--- src/hw/rtl/plrd_pkg.sv ---
// Shared types and constants of the PackBits run-length decoder.
package plrd_pkg;

    // Depth of the run queue between the header parser and the expander.
    localparam int QUEUE_DEPTH = 4;
    localparam int QUEUE_AW    = $clog2(QUEUE_DEPTH);
    localparam int QUEUE_CW    = $clog2(QUEUE_DEPTH + 1);

    // Header byte values of note.
    localparam logic [7:0] HDR_NOP      = 8'h80;
    localparam logic [8:0] REPEAT_BASE  = 9'd257;

    // Lane counts of a result.
    localparam logic [1:0] LANES_ONE = 2'd1;
    localparam logic [1:0] LANES_TWO = 2'd2;

    // Parser state, one-hot.
    typedef enum logic [2:0] {
        MODE_HEADER  = 3'b001,
        MODE_LITERAL = 3'b010,
        MODE_REPEAT  = 3'b100
    } t_mode;

    // One queued run: a byte and how many copies of it to give out (1..128).
    typedef struct packed {
        logic [7:0] value;
        logic [7:0] copies;
    } t_run;

    // Handshake between queue and expander.
    typedef struct packed {
        logic head_valid;
        t_run head;
    } t_queue_head;

endpackage

--- src/hw/rtl/plrd_front.sv ---
// Header parser: accepts compressed bytes and turns data bytes into queued runs.
module plrd_front (
    input  logic          i_clk,
    input  logic          i_rst_n,
    input  logic          i_in_valid,
    input  logic [7:0]    i_in_byte,
    input  logic          i_last_in,
    input  logic          i_queue_full,
    output logic          o_in_ready,
    output logic          o_push,
    output plrd_pkg::t_run o_push_run
);
    import plrd_pkg::*;

    t_mode      r_mode, n_mode;
    logic [7:0] r_left, n_left;
    logic       accept;

    assign o_in_ready = !i_queue_full;
    assign accept     = i_in_valid && !i_queue_full;

    always_comb begin
        n_mode            = r_mode;
        n_left            = r_left;
        o_push            = 1'b0;
        o_push_run.value  = i_in_byte;
        o_push_run.copies = r_left;
        if (accept) begin
            case (r_mode)
                MODE_LITERAL: begin
                    o_push            = 1'b1;
                    o_push_run.copies = 8'd1;
                    n_left            = r_left - 8'd1;
                    if (r_left == 8'd1) begin
                        n_mode = MODE_HEADER;
                    end
                end
                MODE_REPEAT: begin
                    o_push = 1'b1;
                    n_left = 8'd0;
                    n_mode = MODE_HEADER;
                end
                default: begin
                    if (!i_in_byte[7]) begin
                        n_left = i_in_byte + 8'd1;
                        n_mode = MODE_LITERAL;
                    end else if (i_in_byte == HDR_NOP) begin
                        n_left = 8'd0;
                        n_mode = MODE_HEADER;
                    end else begin
                        n_left = 8'(REPEAT_BASE - {1'b0, i_in_byte});
                        n_mode = MODE_REPEAT;
                    end
                end
            endcase
            if (i_last_in) begin
                n_mode = MODE_HEADER;
                n_left = 8'd0;
            end
        end
    end

    always_ff @(posedge i_clk) begin
        if (!i_rst_n) begin
            r_mode <= MODE_HEADER;
            r_left <= 8'd0;
        end else begin
            r_mode <= n_mode;
            r_left <= n_left;
        end
    end

endmodule

--- src/hw/rtl/plrd_queue.sv ---
// Short register queue of runs between the parser and the expander.
module plrd_queue (
    input  logic                  i_clk,
    input  logic                  i_rst_n,
    input  logic                  i_push,
    input  plrd_pkg::t_run        i_push_run,
    input  logic                  i_pop,
    output logic                  o_full,
    output plrd_pkg::t_queue_head o_head
);
    import plrd_pkg::*;

    t_run                r_entry [QUEUE_DEPTH];
    logic [QUEUE_AW-1:0] r_wr_ptr, r_rd_ptr;
    logic [QUEUE_CW-1:0] r_count;
    logic                do_push, do_pop;

    assign o_full          = (r_count == QUEUE_CW'(QUEUE_DEPTH));
    assign o_head.head_valid = (r_count != '0);
    assign o_head.head     = r_entry[r_rd_ptr];
    assign do_push         = i_push && !o_full;
    assign do_pop          = i_pop && o_head.head_valid;

    always_ff @(posedge i_clk) begin
        if (do_push) begin
            r_entry[r_wr_ptr] <= i_push_run;
        end
    end

    always_ff @(posedge i_clk) begin
        if (!i_rst_n) begin
            r_wr_ptr <= '0;
            r_rd_ptr <= '0;
            r_count  <= '0;
        end else begin
            if (do_push) begin
                r_wr_ptr <= r_wr_ptr + QUEUE_AW'(1);
            end
            if (do_pop) begin
                r_rd_ptr <= r_rd_ptr + QUEUE_AW'(1);
            end
            case ({do_push, do_pop})
                2'b10:   r_count <= r_count + QUEUE_CW'(1);
                2'b01:   r_count <= r_count - QUEUE_CW'(1);
                default: r_count <= r_count;
            endcase
        end
    end

endmodule

--- src/hw/rtl/plrd_back.sv ---
// Run expander: gives out the copies of each queued run, up to two bytes per result.
module plrd_back (
    input  logic                  i_clk,
    input  logic                  i_rst_n,
    input  plrd_pkg::t_queue_head i_head,
    output logic                  o_pop,
    output logic                  o_out_valid,
    input  logic                  i_out_ready,
    output logic [7:0]            o_out_byte0,
    output logic [7:0]            o_out_byte1,
    output logic [1:0]            o_lane_count,
    output logic                  o_run_last
);
    import plrd_pkg::*;

    logic [7:0] r_value, r_left, n_left;
    logic       busy, src_valid, load, two;
    logic [7:0] src_value, src_left;
    logic       r_out_valid;
    logic [7:0] r_byte0, r_byte1;
    logic [1:0] r_lanes;
    logic       r_last;

    // Copies still owed from the current run take priority over the queue head.
    assign busy      = (r_left != 8'd0);
    assign src_valid = busy || i_head.head_valid;
    assign src_value = busy ? r_value : i_head.head.value;
    assign src_left  = busy ? r_left : i_head.head.copies;
    assign load      = src_valid && (!r_out_valid || i_out_ready);
    assign o_pop     = load && !busy;
    assign two       = (src_left >= 8'd2);
    assign n_left    = src_left - (two ? 8'd2 : 8'd1);

    always_ff @(posedge i_clk) begin
        if (!i_rst_n) begin
            r_left      <= 8'd0;
            r_out_valid <= 1'b0;
        end else begin
            if (load) begin
                r_left <= n_left;
            end
            if (load) begin
                r_out_valid <= 1'b1;
            end else if (i_out_ready) begin
                r_out_valid <= 1'b0;
            end
        end
    end

    always_ff @(posedge i_clk) begin
        if (load) begin
            r_value <= src_value;
            r_byte0 <= src_value;
            r_byte1 <= two ? src_value : 8'd0;
            r_lanes <= two ? LANES_TWO : LANES_ONE;
            r_last  <= (n_left == 8'd0);
        end
    end

    assign o_out_valid  = r_out_valid;
    assign o_out_byte0  = r_byte0;
    assign o_out_byte1  = r_byte1;
    assign o_lane_count = r_lanes;
    assign o_run_last   = r_last;

`ifndef NO_ASSERTIONS
    a_lanes_legal: assert property (@(posedge i_clk) disable iff (!i_rst_n)
        o_out_valid |-> (o_lane_count == LANES_ONE || o_lane_count == LANES_TWO))
        else $error("lane count out of range");

    a_single_lane_ends_run: assert property (@(posedge i_clk) disable iff (!i_rst_n)
        (o_out_valid && o_lane_count == LANES_ONE) |-> (o_run_last && o_out_byte1 == 8'd0))
        else $error("single-lane result must close its run with an empty second lane");

    a_no_pop_while_busy: assert property (@(posedge i_clk) disable iff (!i_rst_n)
        busy |-> !o_pop)
        else $error("queue popped while a run is still being expanded");

    a_left_bounded: assert property (@(posedge i_clk) disable iff (!i_rst_n)
        r_left <= 8'd126)
        else $error("remaining copy count exceeds the longest run");
`endif

endmodule

--- src/hw/rtl/packbits_run_length_decoder.sv ---
// Top level of the PackBits run-length decoder.
//
// The decoder takes one compressed byte per transfer and accepts a new byte in every
// cycle while its four-entry run queue has room, whatever the output side is doing. A
// header byte of 0 to 127 announces that many plus one literal bytes, each of which is
// passed through as one result with a lane count of one; a header of -127 to -1 makes
// the following byte repeat 1-header times, and those copies come out two per result
// with the final result of the run flagged by run_last (an odd count ends on a single
// lane with the second byte zero). A header of -128 is a no-op. A byte marked last
// returns the parser to header mode once it has been handled; a run cut short this way
// is dropped silently. Header bytes produce no result. A data byte passes a queue entry
// and then the output register; thereafter the expander gives one result per cycle while
// the consumer takes them, so a literal fills one result and a repeat run of n copies
// fills ceil(n/2) results of the output register, which sets the sustained rate. Input
// stalls only when the queue fills behind a long repeat run or a stalled consumer.
module packbits_run_length_decoder (
    input  logic       i_clk,
    input  logic       i_rst_n,
    input  logic       i_in_valid,
    output logic       o_in_ready,
    input  logic [7:0] i_in_byte,
    input  logic       i_last_in,
    output logic       o_out_valid,
    input  logic       i_out_ready,
    output logic [7:0] o_out_byte0,
    output logic [7:0] o_out_byte1,
    output logic [1:0] o_lane_count,
    output logic       o_run_last
);
    import plrd_pkg::*;

    logic        push, pop, queue_full;
    t_run        push_run;
    t_queue_head head;

    // The parser tracks header, literal and repeat modes and pushes one run per data byte.
    plrd_front u_front (
        .i_clk        (i_clk),
        .i_rst_n      (i_rst_n),
        .i_in_valid   (i_in_valid),
        .i_in_byte    (i_in_byte),
        .i_last_in    (i_last_in),
        .i_queue_full (queue_full),
        .o_in_ready   (o_in_ready),
        .o_push       (push),
        .o_push_run   (push_run)
    );

    // The queue decouples the parser from the expander so that each may stall alone.
    plrd_queue u_queue (
        .i_clk      (i_clk),
        .i_rst_n    (i_rst_n),
        .i_push     (push),
        .i_push_run (push_run),
        .i_pop      (pop),
        .o_full     (queue_full),
        .o_head     (head)
    );

    // The expander drains runs into the registered output, up to two copies per result.
    plrd_back u_back (
        .i_clk        (i_clk),
        .i_rst_n      (i_rst_n),
        .i_head       (head),
        .o_pop        (pop),
        .o_out_valid  (o_out_valid),
        .i_out_ready  (i_out_ready),
        .o_out_byte0  (o_out_byte0),
        .o_out_byte1  (o_out_byte1),
        .o_lane_count (o_lane_count),
        .o_run_last   (o_run_last)
    );

endmodule
--- config.mk ---
export PLATFORM = sky130hd
export DESIGN_NAME = packbits_run_length_decoder
export DESIGN_NICKNAME = d
export VERILOG_FILES = /design/src/hw/rtl/plrd_pkg.sv /design/src/hw/rtl/plrd_front.sv /design/src/hw/rtl/plrd_queue.sv /design/src/hw/rtl/plrd_back.sv /design/src/hw/rtl/packbits_run_length_decoder.sv
export SDC_FILE = /design/constraint.sdc
export NUM_CORES = 1
export LEC_CHECK = 0
export BUFFER_PORTS_ARGS = -buffer_cell sky130_fd_sc_hd__buf_2
export CORE_MARGIN = 1
export CORE_UTILIZATION = 55
export DETAILED_ROUTE_END_ITERATION = 10
export GPL_TIMING_DRIVEN = 0
export PLACE_DENSITY = 0.73
export SYNTH_ARGS = -nofsm -noshare
export SYNTH_HDL_FRONTEND = slang
export SYNTH_SLANG_ARGS = --single-unit
--- constraint.sdc ---
create_clock -name i_clk -period 4.45 [get_ports i_clk]
set_input_delay 0.89 -clock i_clk [delete_from_list [all_inputs] [get_ports i_clk]]
set_output_delay 0.89 -clock i_clk [all_outputs]
set_load 0.02 [all_outputs]
# [Word level (Yosys, flattened, before mapping)]
# Memories as Yosys holds them, arrays and structs flattened. A register that Yosys moved wholly into a read port is not among the register bits.
# Index checks and enable logic that the tools add are counted.
# W data, S select, Z words.
[op_classes] bitwise_logic=0 mux=24 mul=0 addsub=8 reduce_logical=17 n_lt_le_gt_ge=1 n_eq_ne=8 div=0 shifts=0
[ops] op="$mux W8" n=7
[ops] op="$pmux W8 S2" n=1
[ops] op="$mux W3" n=4
[ops] op="$pmux W3 S2" n=2
[ops] op="$add A8 B1 Y8 const B" n=1
[ops] op="$eq A8 B1 Y1 const B" n=1
[ops] op="$eq A8 B8 Y1 const B" n=1
[ops] op="$ge A8 B2 Y1 const B" n=1
[ops] op="$logic_not A8 Y1" n=1
[ops] op="$mux W2" n=4
[ops] op="$reduce_bool A8 Y1" n=1
[ops] op="$sub A1 B8 Y8 const A" n=1
[ops] op="$sub A8 B1 Y8 const B" n=1
[ops] op="$sub A8 B8 Y8" n=1
[ops] op="$eq A3 B3 Y1 const B" n=2
[ops] op="$mux W1" n=6
[ops] op="$logic_and A1 B1 Y1" n=5
[ops] op="$add A2 B1 Y2 const B" n=2
[ops] op="$reduce_bool A2 Y1" n=2
[ops] op="$add A3 B1 Y3 const B" n=1
[ops] op="$eq A3 B2 Y1 const B" n=1
[ops] op="$logic_not A1 Y1" n=3
[ops] op="$ne A3 B2 Y1 const B" n=1
[ops] op="$reduce_bool A3 Y1" n=1
[ops] op="6 further kinds" n=7
[word_totals] romBits=0 mem_bits_rw=64 wordCells=70 input_bits=13 ff_bits=46 output_inout_bits=21 mem_count=1 latch_bits=0
[memory_table] memory="u_queue.r_entry" depth=4 width=16 rd=1 rd_ports_with_merged_regs=1 wr=1 line_no="plrd_queue.sv:13" text="t_run r_entry [QUEUE_DEPTH];"

# [Longest topological paths before layout]
# Gate-level depths: netlist of run 1.
[depth] depth_word=7 mapped_depth=13 mapped_depth_nobuf=11

# [Modules after synthesis]
# Synthesis of run 1 repeated with hierarchy kept, for this count alone.
[unflattened] hier_cells=448 area_unflattened_um2=5487.8
[modules_own_cells] module="plrd_queue" cells_per_inst=136 n_inst=1 seq_area_each_um2=2102.0 area_each_um2=2844.0
[modules_own_cells] module="plrd_back" cells_per_inst=164 n_inst=1 seq_area_each_um2=750.7 area_each_um2=1503.9
[modules_own_cells] module="plrd_front" cells_per_inst=148 n_inst=1 seq_area_each_um2=220.2 area_each_um2=1139.8

# [Worst setup path after synthesis of run 1]
# OpenSTA, ideal clock, no wires.
[synth_path] path_type="reg2reg" startpoint="register with a tool-made name" endpoint="register u_back.r_last (netlist: u_back.o_run_last) (data pin)" stages_incl_launch_ff=14 period_less_slack_ns=3.421 n_path_buf=2 arrival_ns=3.231 required_time_ns=4.260 setup_slack_ns=1.029 setup_ns=0.190 cell_sequence="dfxtp_1 -> buf_6 -> mux4_2 -> or2_4 -> o31ai_2 -> o2111a_1 -> buf_2 -> inv_2 -> fa_1 -> nand2_1 -> nor3_1 -> a21oi_1 -> nand2b_1 -> a2111oi_2"
[synth_rtl] element="end signal: assignment" line_no="plrd_back.sv:56" text="r_last <= (n_left == 8'd0);"
[synth_rtl] element="end: declaration" line_no="plrd_back.sv:22" text="logic r_last;"

==> metrics.yaml, run 1 <==
cp_data_arrival_time_ns: 4.10
hp-class: "reg -> reg"
synth_area_um2: 5250
synth-compound-area-share_pct: 9.62
gr-usage-all-layers_pct: 21.3
drt_iter0_drc: 194
cts_tree: "done"
die_x_um: 99.7
crit_fanout: 12
critPathKind: "reg -> reg"
fin_area_um2: 5760
cts_hold_buf: 0
wl_per_cell_um: 16.3
period_share_pct: 88.1
synth_cell_types: 59
post-place-cells: 593
ys_ff_latch: 112
fin_nets: 503
fin_setup_tns_ns: 0
synthMuxAreaShare_pct: 7.03
synth_fa_ha_area_share_pct: 3.86
grt_antenna_before_repair: 0
fin_hold_ws_ns: 0.497
final_layout_size_suffix_gt1_share_pct: 16.5
cts_sinks: 112
dr_total_vias: 3463
pin_count: 34
design.core.area_um2: 9240
totalWireLength_um: 9930
end_kind: "flip-flop"
synthSimpleGateAreaFrac_pct: 14.8
clock_skew_ns: 0.0132
n_fill_cell: 731
finalNonFillerCells: 609
clk_pin_slew_worst_paths_ns: 0.11
cts_buffers: 9
drtPass1Iterations: 5
route.antenna.remaining_nets: 0
yosys.area_share.xor_xnor_pct: 3.00
grt_first_pass_wirelength_um: 16000
hold_viol: 0
worst_pin_slew_ns: 0.859
cp_slowest_cell: "fa_1"
cts_root_buffer: "clkbuf_8"
io_buffers: 33
synth_top_family_by_area: "simple AND/OR/NAND/NOR gates"
gp_congestion: 0.918
grt_max_degree: 29
drv_slew: 0
drc: 0
placed_area_um2: 5580
max_stage_delay_ns: 0.52
hpwl_um: 7040
cts_buffer_depth: 2
grt_pass1_vias: 3262
synth_nets: 459
final_util_pct: 62.3
yosys_warnings: 0
synthArstFlopShare_pct: 0
peakVddDrop_uv: 244
relSlewSlack_pct: 42.7
outcome: "completed"
synthCells: 431
rows: 35
ys_seq_area_share_pct: 58.5
rsz0062_at_grt: "false"
power_leakage_nw: 2.01
fmax_mhz: 255
min_period_ns: 3.92
synth_flop_cell: "edfxtp_1"
ctsResizeCount: 0
via_per_inst: 5.69
initial_core_util_pct: 56.9
power_density_nw_per_um2: 499
num_antenna_cells: 0
cp.required_ns: 4.63
path_cells: "buf_6, clkbuf_1, mux4_2, o31ai_2, o2111a_1, buf_2, inv_2, fa_1, nand2_1, nor3_1, a21oi_1, nand2b_1, a2111oi_2"
finalSetupViolCount: 0
drv_cap: 0
h-tree-depth: 3
die-area_um2: 9950
post_cts_buffers: 0
clk_latency_ns: 0.38
fp.dieH_um: 99.7
avgSynthCellArea_um2: 12.2
syn_to_final_growth_pct: 9.65
grt.overflow.total: 0
synth_edf_count: 83
cp-start-kind: "flip-flop"
[kinds of logic (layout without fill, tap and decap cells)]
group / Yosys count / count (layout)
simple gates: 151 / 151
flops: 112 / 112
compound gates: 79 / 79
buf+inv: 37 / 86
mux: 19 / 19
xor+xnor: 18 / 18
fa+ha+maj: 15 / 15
[critical path, delay by kind of cell, from the launching register on]
family          cells  cell delay, ns
flops               1            0.35
simple gates        3            0.26
compound gates      4            1.21
buf+inv             4            0.96
mux                 1            0.42
fa+ha+maj           1            0.52
[metal layers]
layer | global-route usage, % | part of all wire, %
met1 | 27.7 | 45
met2 | 35.9 | 50
met3 | 4.92 | 3.8
met4 | 5.88 | 1.1
met5 | 0 | 0
[worst paths after layout]
kind | start | endpoint | slack [ns] | cells after the start
setup / recovery | flip-flop | u_back.o_run_last | 0.53 | 13
hold / removal | u_front.r_left[6] | u_front.r_left[6] | 0.50 | 2
setup reg to reg | flip-flop | u_back.o_run_last | 0.53 | 13
hold reg to reg | u_front.r_left[6] | u_front.r_left[6] | 0.50 | 2
[Yosys cell counts (6+ instances only)]
library cell	instances	share of area [%]
and2_1	13	1.5
clkbuf_1	12	0.86
nand2_1	44	3.1
nor4_1	6	0.71
inv_1	16	1.1
nor2_1	28	2.0
a21oi_1	31	3.0
mux4_2	13	5.6
dfxtp_1	29	11
xnor2_1	10	1.7
o21ai_0	10	0.95
edfxtp_1	83	47
nand3_1	10	0.95
ha_1	13	3.1
nor3_1	16	1.5
xor2_1	8	1.3
[state kept, by name, summed over array words and instances, names as in the netlist, named ones only]
signal,flops
u_queue.r_rd_ptr,2
u_front.r_left,8
u_back.o_out_valid,1
u_queue.r_wr_ptr,2
u_back.o_out_byte1,8
u_back.o_run_last,1
u_back.o_lane_count,2
u_back.r_value,8
u_front.r_mode,3
u_queue.r_entry,64
u_back.r_left,8
u_queue.r_count,3
[final cells by class]
| cell class | instances | area (um2) | share of cell area [%] |
|---|---|---|---|
| Clock buffer | 10 | 128 | 2.22 |
| Multi-Input combinational cell | 282 | 2010 | 35.0 |
| Inverter | 19 | 71.3 | 1.24 |
| Buffer | 18 | 95.1 | 1.65 |
| Timing Repair Buffer | 33 | 165 | 2.87 |
| Sequential cell | 112 | 3070 | 53.3 |
| Tap cell | 129 | 161 | 2.80 |
| Clock inverter | 6 | 52.6 | 0.912 |
[where the power goes]
part / internal (mW) / switching [mW]
combinational: 0.335 / 0.604
sequential: 1.30 / 0.0668
clock: 0.213 / 0.351
[cell usage in the layout (no fill, tap or decap), types with 4 or more instances in the layout]
master    instances
mux2i_1           5
nand2_1          44
clkbuf_8          9
nor3_1           16
inv_1            16
nor4_1            6
edfxtp_1         83
ha_1             13
o22ai_1           5
clkbuf_1         13
dfxtp_1          29
and3_1            5
nor3b_1           4
nand2b_1          5
and2_1           13
nand3_1          10
a21oi_1          31
nand4_1           4
mux4_2           13
xnor2_1          10
o21ai_0          10
xor2_1            8
or3_1             4
buf_2            34
nor2_1           28
[stage by stage]
step	power (mW)	worst slack, ns
global route	3.04	0.287
floorplan	2.09	1.03
CTS	2.89	0.503
global placement	2.31	0.598
finish	2.88	0.529
detailed placement	2.33	0.541
(Power assumes the default switching activity.)
==> run 2, diff against run 1 <==
CORE_UTILIZATION = 37   (was 55)
PLACE_DENSITY = 0.53   (was 0.73)
==> metrics.yaml, run 2 (synthesis results as in run 1) <==
drv_cap: 0
die-area_um2: 14700
final_cell_mix: "edfxtp_1 (83), nand2_1 (44), buf_2 (34), a21oi_1 (31), dfxtp_1 (29)"
wl_per_cell_um: 16.5
finalNonFillerCells: 660
fin_setup_tns_ns: 0
n_fill_cell: 1321
cts_buffers: 9
die_x_um: 121
hold_viol: 0
worst_pin_slew_ns: 0.860
grt_first_pass_wirelength_um: 17800
dr_total_vias: 3438
drv_slew: 0
drt_iter0_drc: 255
pin_count: 34
drc: 0
fp.dieH_um: 121
cts_buffer_depth: 2
power_density_nw_per_um2: 528
fmax_mhz: 257
num_antenna_cells: 0
post-place-cells: 644
cts_root_buffer: "clkbuf_16"
via_per_inst: 5.21
rsz0062_at_grt: "false"
grt_max_degree: 29
outcome: "completed"
grt.overflow.total: 0
relSlewSlack_pct: 42.7
cp_data_arrival_time_ns: 4.05
top_register: "u_queue.r_entry"
cp.required_ns: 4.61
cts_hold_buf: 0
power_leakage_nw: 2.07
design.core.area_um2: 13900
p_sw_share_pct: 33.3
io_buffers: 33
largest_reg_flops: 64
clock_skew_ns: 0.00977
seq_power_share_pct: 43.8
hpwl_um: 7670
cp-start-kind: "flip-flop"
switchingPower_mw: 1.05
grt_pass1_vias: 3369
grt_antenna_before_repair: 0
mostFrequentLayoutCell: "edfxtp_1"
clk_latency_ns: 0.35
final_layout_size_suffix_gt1_share_pct: 16.0
ctsResizeCount: 0
rows: 43
drtPass1Iterations: 4
gr-usage-all-layers_pct: 16.3
totalWireLength_um: 10900
h-tree-depth: 3
fin_nets: 503
hp-class: "reg -> reg"
gp_congestion: 0.839
end_kind: "flip-flop"
finalSetupViolCount: 0
fin_hold_ws_ns: 0.484
min_period_ns: 3.89
cts_sinks: 112
cts_tree: "done"
comb_power_share_pct: 30.3
clk_pin_slew_worst_paths_ns: 0.07
initial_core_util_pct: 37.8
post_cts_buffers: 0
critPathKind: "reg -> reg"
cellInternalPower_mw: 2.09
syn_to_final_growth_pct: 13.1
clockPowerShare_pct: 25.9
final_util_pct: 42.8
period_share_pct: 87.5
crit_fanout: 12
peakVddDrop_uv: 221
route.antenna.remaining_nets: 0
run 2: cell types whose count changed in the layout (fill, tap and decap cells not counted):
cell	previous run	this run
inv_6	2	1
clkbuf_16	0	9
clkbuf_1	13	14
clkbuf_8	9	1
clkinv_1	0	1
inv_8	1	0
clkinvlp_4	2	0
bufinv_16	0	1
run 2: final cells by class:
cell class / count / area (um2) / area share, %
Buffer: 18 / 95.1 / 1.60
Clock buffer: 12 / 246 / 4.15
Clock inverter: 4 / 51.3 / 0.863
Inverter: 19 / 71.3 / 1.20
Multi-Input combinational cell: 282 / 2010 / 33.9
Sequential cell: 112 / 3070 / 51.7
Tap cell: 180 / 225 / 3.79
Timing Repair Buffer: 33 / 165 / 2.78
run 2: power groups by stage:
stage	Combinational [mW]	Clock, mW	Sequential (mW)
6_report	0.950	0.814	1.38
2_1_floorplan	0.583	0	1.50
5_1_grt	1.06	0.872	1.39
3_5_place_dp	0.952	0	1.40
3_3_place_gp	0.941	0	1.40
4_1_cts	0.956	0.834	1.38
run 2: layer usage:
| metal | track usage [%] | vias to the layer above | wire, um |
|---|---|---|---|
| li1 | - | 1683 | - |
| met3 | 4.51 | 13 | 466 |
| met4 | 6.10 | 0 | 204 |
| met5 | 0 | - | 0 |
| met1 | 21.2 | 1667 | 5150 |
| met2 | 25.9 | 75 | 5080 |
run 2: metrics by stage:
stage / area (um2) / setup WS (ns) / total power, mW
4_1_cts: 5940 / 0.500 / 3.17
6_report: 5940 / 0.557 / 3.14
5_1_grt: 5940 / 0.208 / 3.33
3_3_place_gp: 5640 / 0.490 / 2.34
3_5_place_dp: 5640 / 0.530 / 2.35
2_1_floorplan: 5250 / 1.03 / 2.09
run 2: path summary, 6_finish.rpt:
kind	startpoint	to	slack (ns)	depth (start not counted)
max reg2reg	flip-flop	u_back.o_run_last	0.56	13
min reg2reg	u_front.r_left[6]	u_front.r_left[6]	0.48	2
min	u_front.r_left[6]	u_front.r_left[6]	0.48	2
max	flip-flop	u_back.o_run_last	0.56	13
run 2: critical path, cell delays in order, from the launching register on:
cell and delay [ns]:
dfxtp_1 0.32, buf_6 0.15, clkbuf_1 0.49, mux4_2 0.45
o31ai_2 0.35, o2111a_1 0.28, buf_2 0.27, inv_2 0.06
fa_1 0.51, nand2_1 0.09, nor3_1 0.05, a21oi_1 0.21
nand2b_1 0.10, a2111oi_2 0.36
==> run 3, diff against run 2 <==
ABC_AREA = 1   (was not set)
==> metrics.yaml, run 3 <==
end_kind: "flip-flop"
clk_latency_ns: 0.35
synth_area_leaders: "edfxtp_1 (46%), dfxtp_1 (11%), nand2_1 (6.6%)"
max_stage_delay_ns: 0.40
die_x_um: 123
die-area_um2: 15000
synth_nets: 610
grt_max_degree: 29
io_buffers: 33
clock_skew_ns: 0.00961
fp.dieH_um: 123
synth_most_common_cell: "nand2_1"
cts_hold_buf: 0
p_sw_share_pct: 38.2
ys_top_cells_by_count: "nand2_1 (95), inv_1 (94), edfxtp_1 (83)"
grt_antenna_before_repair: 0
clk_pin_slew_worst_paths_ns: 0.08
clockPowerShare_pct: 21.8
final_util_pct: 43.4
design.core.area_um2: 14000
power_density_nw_per_um2: 571
ys_ff_latch: 112
fin_area_um2: 6100
period_share_pct: 75.5
fmax_mhz: 297
yosys_warnings: 0
hpwl_um: 8120
min_period_ns: 3.36
drv_slew: 0
fin_nets: 657
drv_cap: 0
route.antenna.remaining_nets: 0
gp_congestion: 0.865
largest_reg_flops: 64
final_layout_size_suffix_gt1_share_pct: 12.9
cp_data_arrival_time_ns: 3.58
post-place-cells: 798
cp.required_ns: 4.67
cts_sinks: 112
cellInternalPower_mw: 2.15
dr_total_vias: 3940
cp_slowest_cell: "fa_1"
post_cts_buffers: 0
cts_buffers: 9
finalNonFillerCells: 814
cts_root_buffer: "clkbuf_16"
placed_area_um2: 5820
final_cell_mix: "nand2_1 (95), inv_1 (94), edfxtp_1 (83), nor2_1 (65), o21ai_0 (47)"
wl_per_cell_um: 13.9
path_cells: "buf_4, clkbuf_1, nand3_1, nand2_1, a21oi_1, nand2_1, nor2_4, nand2_1, clkinv_1, ha_1, fa_1, xor2_1, nand3b_1, nor2_1, nand2_1, nor2_2, nand2_1, nor2_2"
mostFrequentLayoutCell: "nand2_1"
synthArstFlopShare_pct: 0
grt.overflow.total: 0
gr-usage-all-layers_pct: 16.3
synth_largest_area_cell: "edfxtp_1"
ctsResizeCount: 0
top_register: "u_queue.r_entry"
rsz0062_at_grt: "false"
rrSetupSlack_ns: 1.09
cpMostUsedCell: "nand2_1"
fin_setup_tns_ns: 0
relSlewSlack_pct: 38.1
syn_to_final_growth_pct: 13.4
reg2reg_depth: 18
avgSynthCellArea_um2: 9.24
critPathKind: "reg -> reg"
synth_cell_types: 38
synth_edf_count: 83
n_fill_cell: 1370
seq_power_share_pct: 40.0
drtPass1Iterations: 7
hp-class: "reg -> reg"
via_per_inst: 4.84
grt_first_pass_wirelength_um: 18500
worst_pin_slew_ns: 0.927
hold_start: "u_front.r_left[1]"
finalSetupViolCount: 0
pin_count: 34
power_leakage_nw: 2.52
h-tree-depth: 3
initial_core_util_pct: 38.3
cts_buffer_depth: 2
cts_tree: "done"
switchingPower_mw: 1.33
synth_top_area_share_pct: 46.3
synth_flop_cell: "edfxtp_1"
crit_fanout: 11
hold_path_depth: 2
synthCells: 582
ys_seq_area_share_pct: 57.1
drc: 0
peakVddDrop_uv: 193
reg2reg_to: "u_back.o_run_last"
outcome: "completed"
cp-start-kind: "flip-flop"
grt_pass1_vias: 3766
min_delay_worst_endpoint: "u_front.r_left[1]"
drt_iter0_drc: 240
num_antenna_cells: 0
hold_viol: 0
rows: 43
synth_area_um2: 5380
totalWireLength_um: 11300
comb_power_share_pct: 38.1
==> run 3: worst max-delay path by stage <==
stage                           startpoint                 to  slack (ns)  cells after the start
after floorplan           u_back.r_left[7]  u_back.o_run_last        1.65                     17
after global placement           flip-flop  u_back.o_run_last        1.04                     18
after detailed placement         flip-flop  u_back.o_run_last        1.05                     18
after CTS                        flip-flop  u_back.o_run_last        0.98                     18
after global routing             flip-flop  u_back.o_run_last        0.80                     18
final                            flip-flop  u_back.o_run_last        1.09                     18
==> run 3: per-layer routing <==
layer  up-vias  global-route usage [%]  share of wire [%]
li1       2029                       -                  -
met1      1822                    21.6                 49
met2        71                    26.3                 45
met3        18                    2.65                3.6
met4         0                    7.39                2.2
met5         -                       0                  0
==> run 3: cell type report <==
type | instances | area, um2 | area share, %
Timing Repair Buffer | 36 | 210 | 3.45
Clock inverter | 5 | 38.8 | 0.636
Clock buffer | 11 | 233 | 3.82
Inverter | 99 | 377 | 6.18
Multi-Input combinational cell | 355 | 1840 | 30.2
Sequential cell | 112 | 3070 | 50.4
Tap cell | 180 | 225 | 3.69
Buffer | 16 | 101 | 1.66
==> run 3: stage by stage <==
| stage | setup WS (ns) | hold slack, ns | power [mW] |
|---|---|---|---|
| 2_1_floorplan | 1.65 | 0.442 | 2.42 |
| 3_3_place_gp | 1.04 | 0.458 | 2.74 |
| 3_5_place_dp | 1.05 | 0.462 | 2.76 |
| 4_1_cts | 0.977 | 0.474 | 3.52 |
| 5_1_grt | 0.802 | 0.497 | 3.75 |
| 6_report | 1.09 | 0.471 | 3.48 |
==> run 3: kinds of logic after synthesis <==
| logic type | Yosys count | synth area share, % |
|---|---|---|
| compound gates | 107 | 10.9 |
| xor+xnor | 9 | 1.47 |
| fa+ha+maj | 15 | 3.77 |
| buf+inv | 115 | 8.86 |
| flops | 112 | 57.1 |
| simple gates | 224 | 17.8 |
==> run 3: critical path: cells and delay by family, from the launching register on <==
kind                       cells  cell delay (ns)
AOI/OAI and AO/OA              1             0.11
xor gates and xnor gates       1             0.19
adders and majority gates      2             0.71
buffers and inverters          3             0.81
DFF                            1             0.32
and+or+nand+nor               11             1.09
==> run 3: power groups by stage <==
stage	combinational, mW	clock [mW]	sequential [mW]
final	1.33	0.761	1.39
after global routing	1.52	0.815	1.41
after CTS	1.35	0.774	1.40
after detailed placement	1.34	0	1.42
after global placement	1.32	0	1.42
after floorplan	0.887	0	1.53
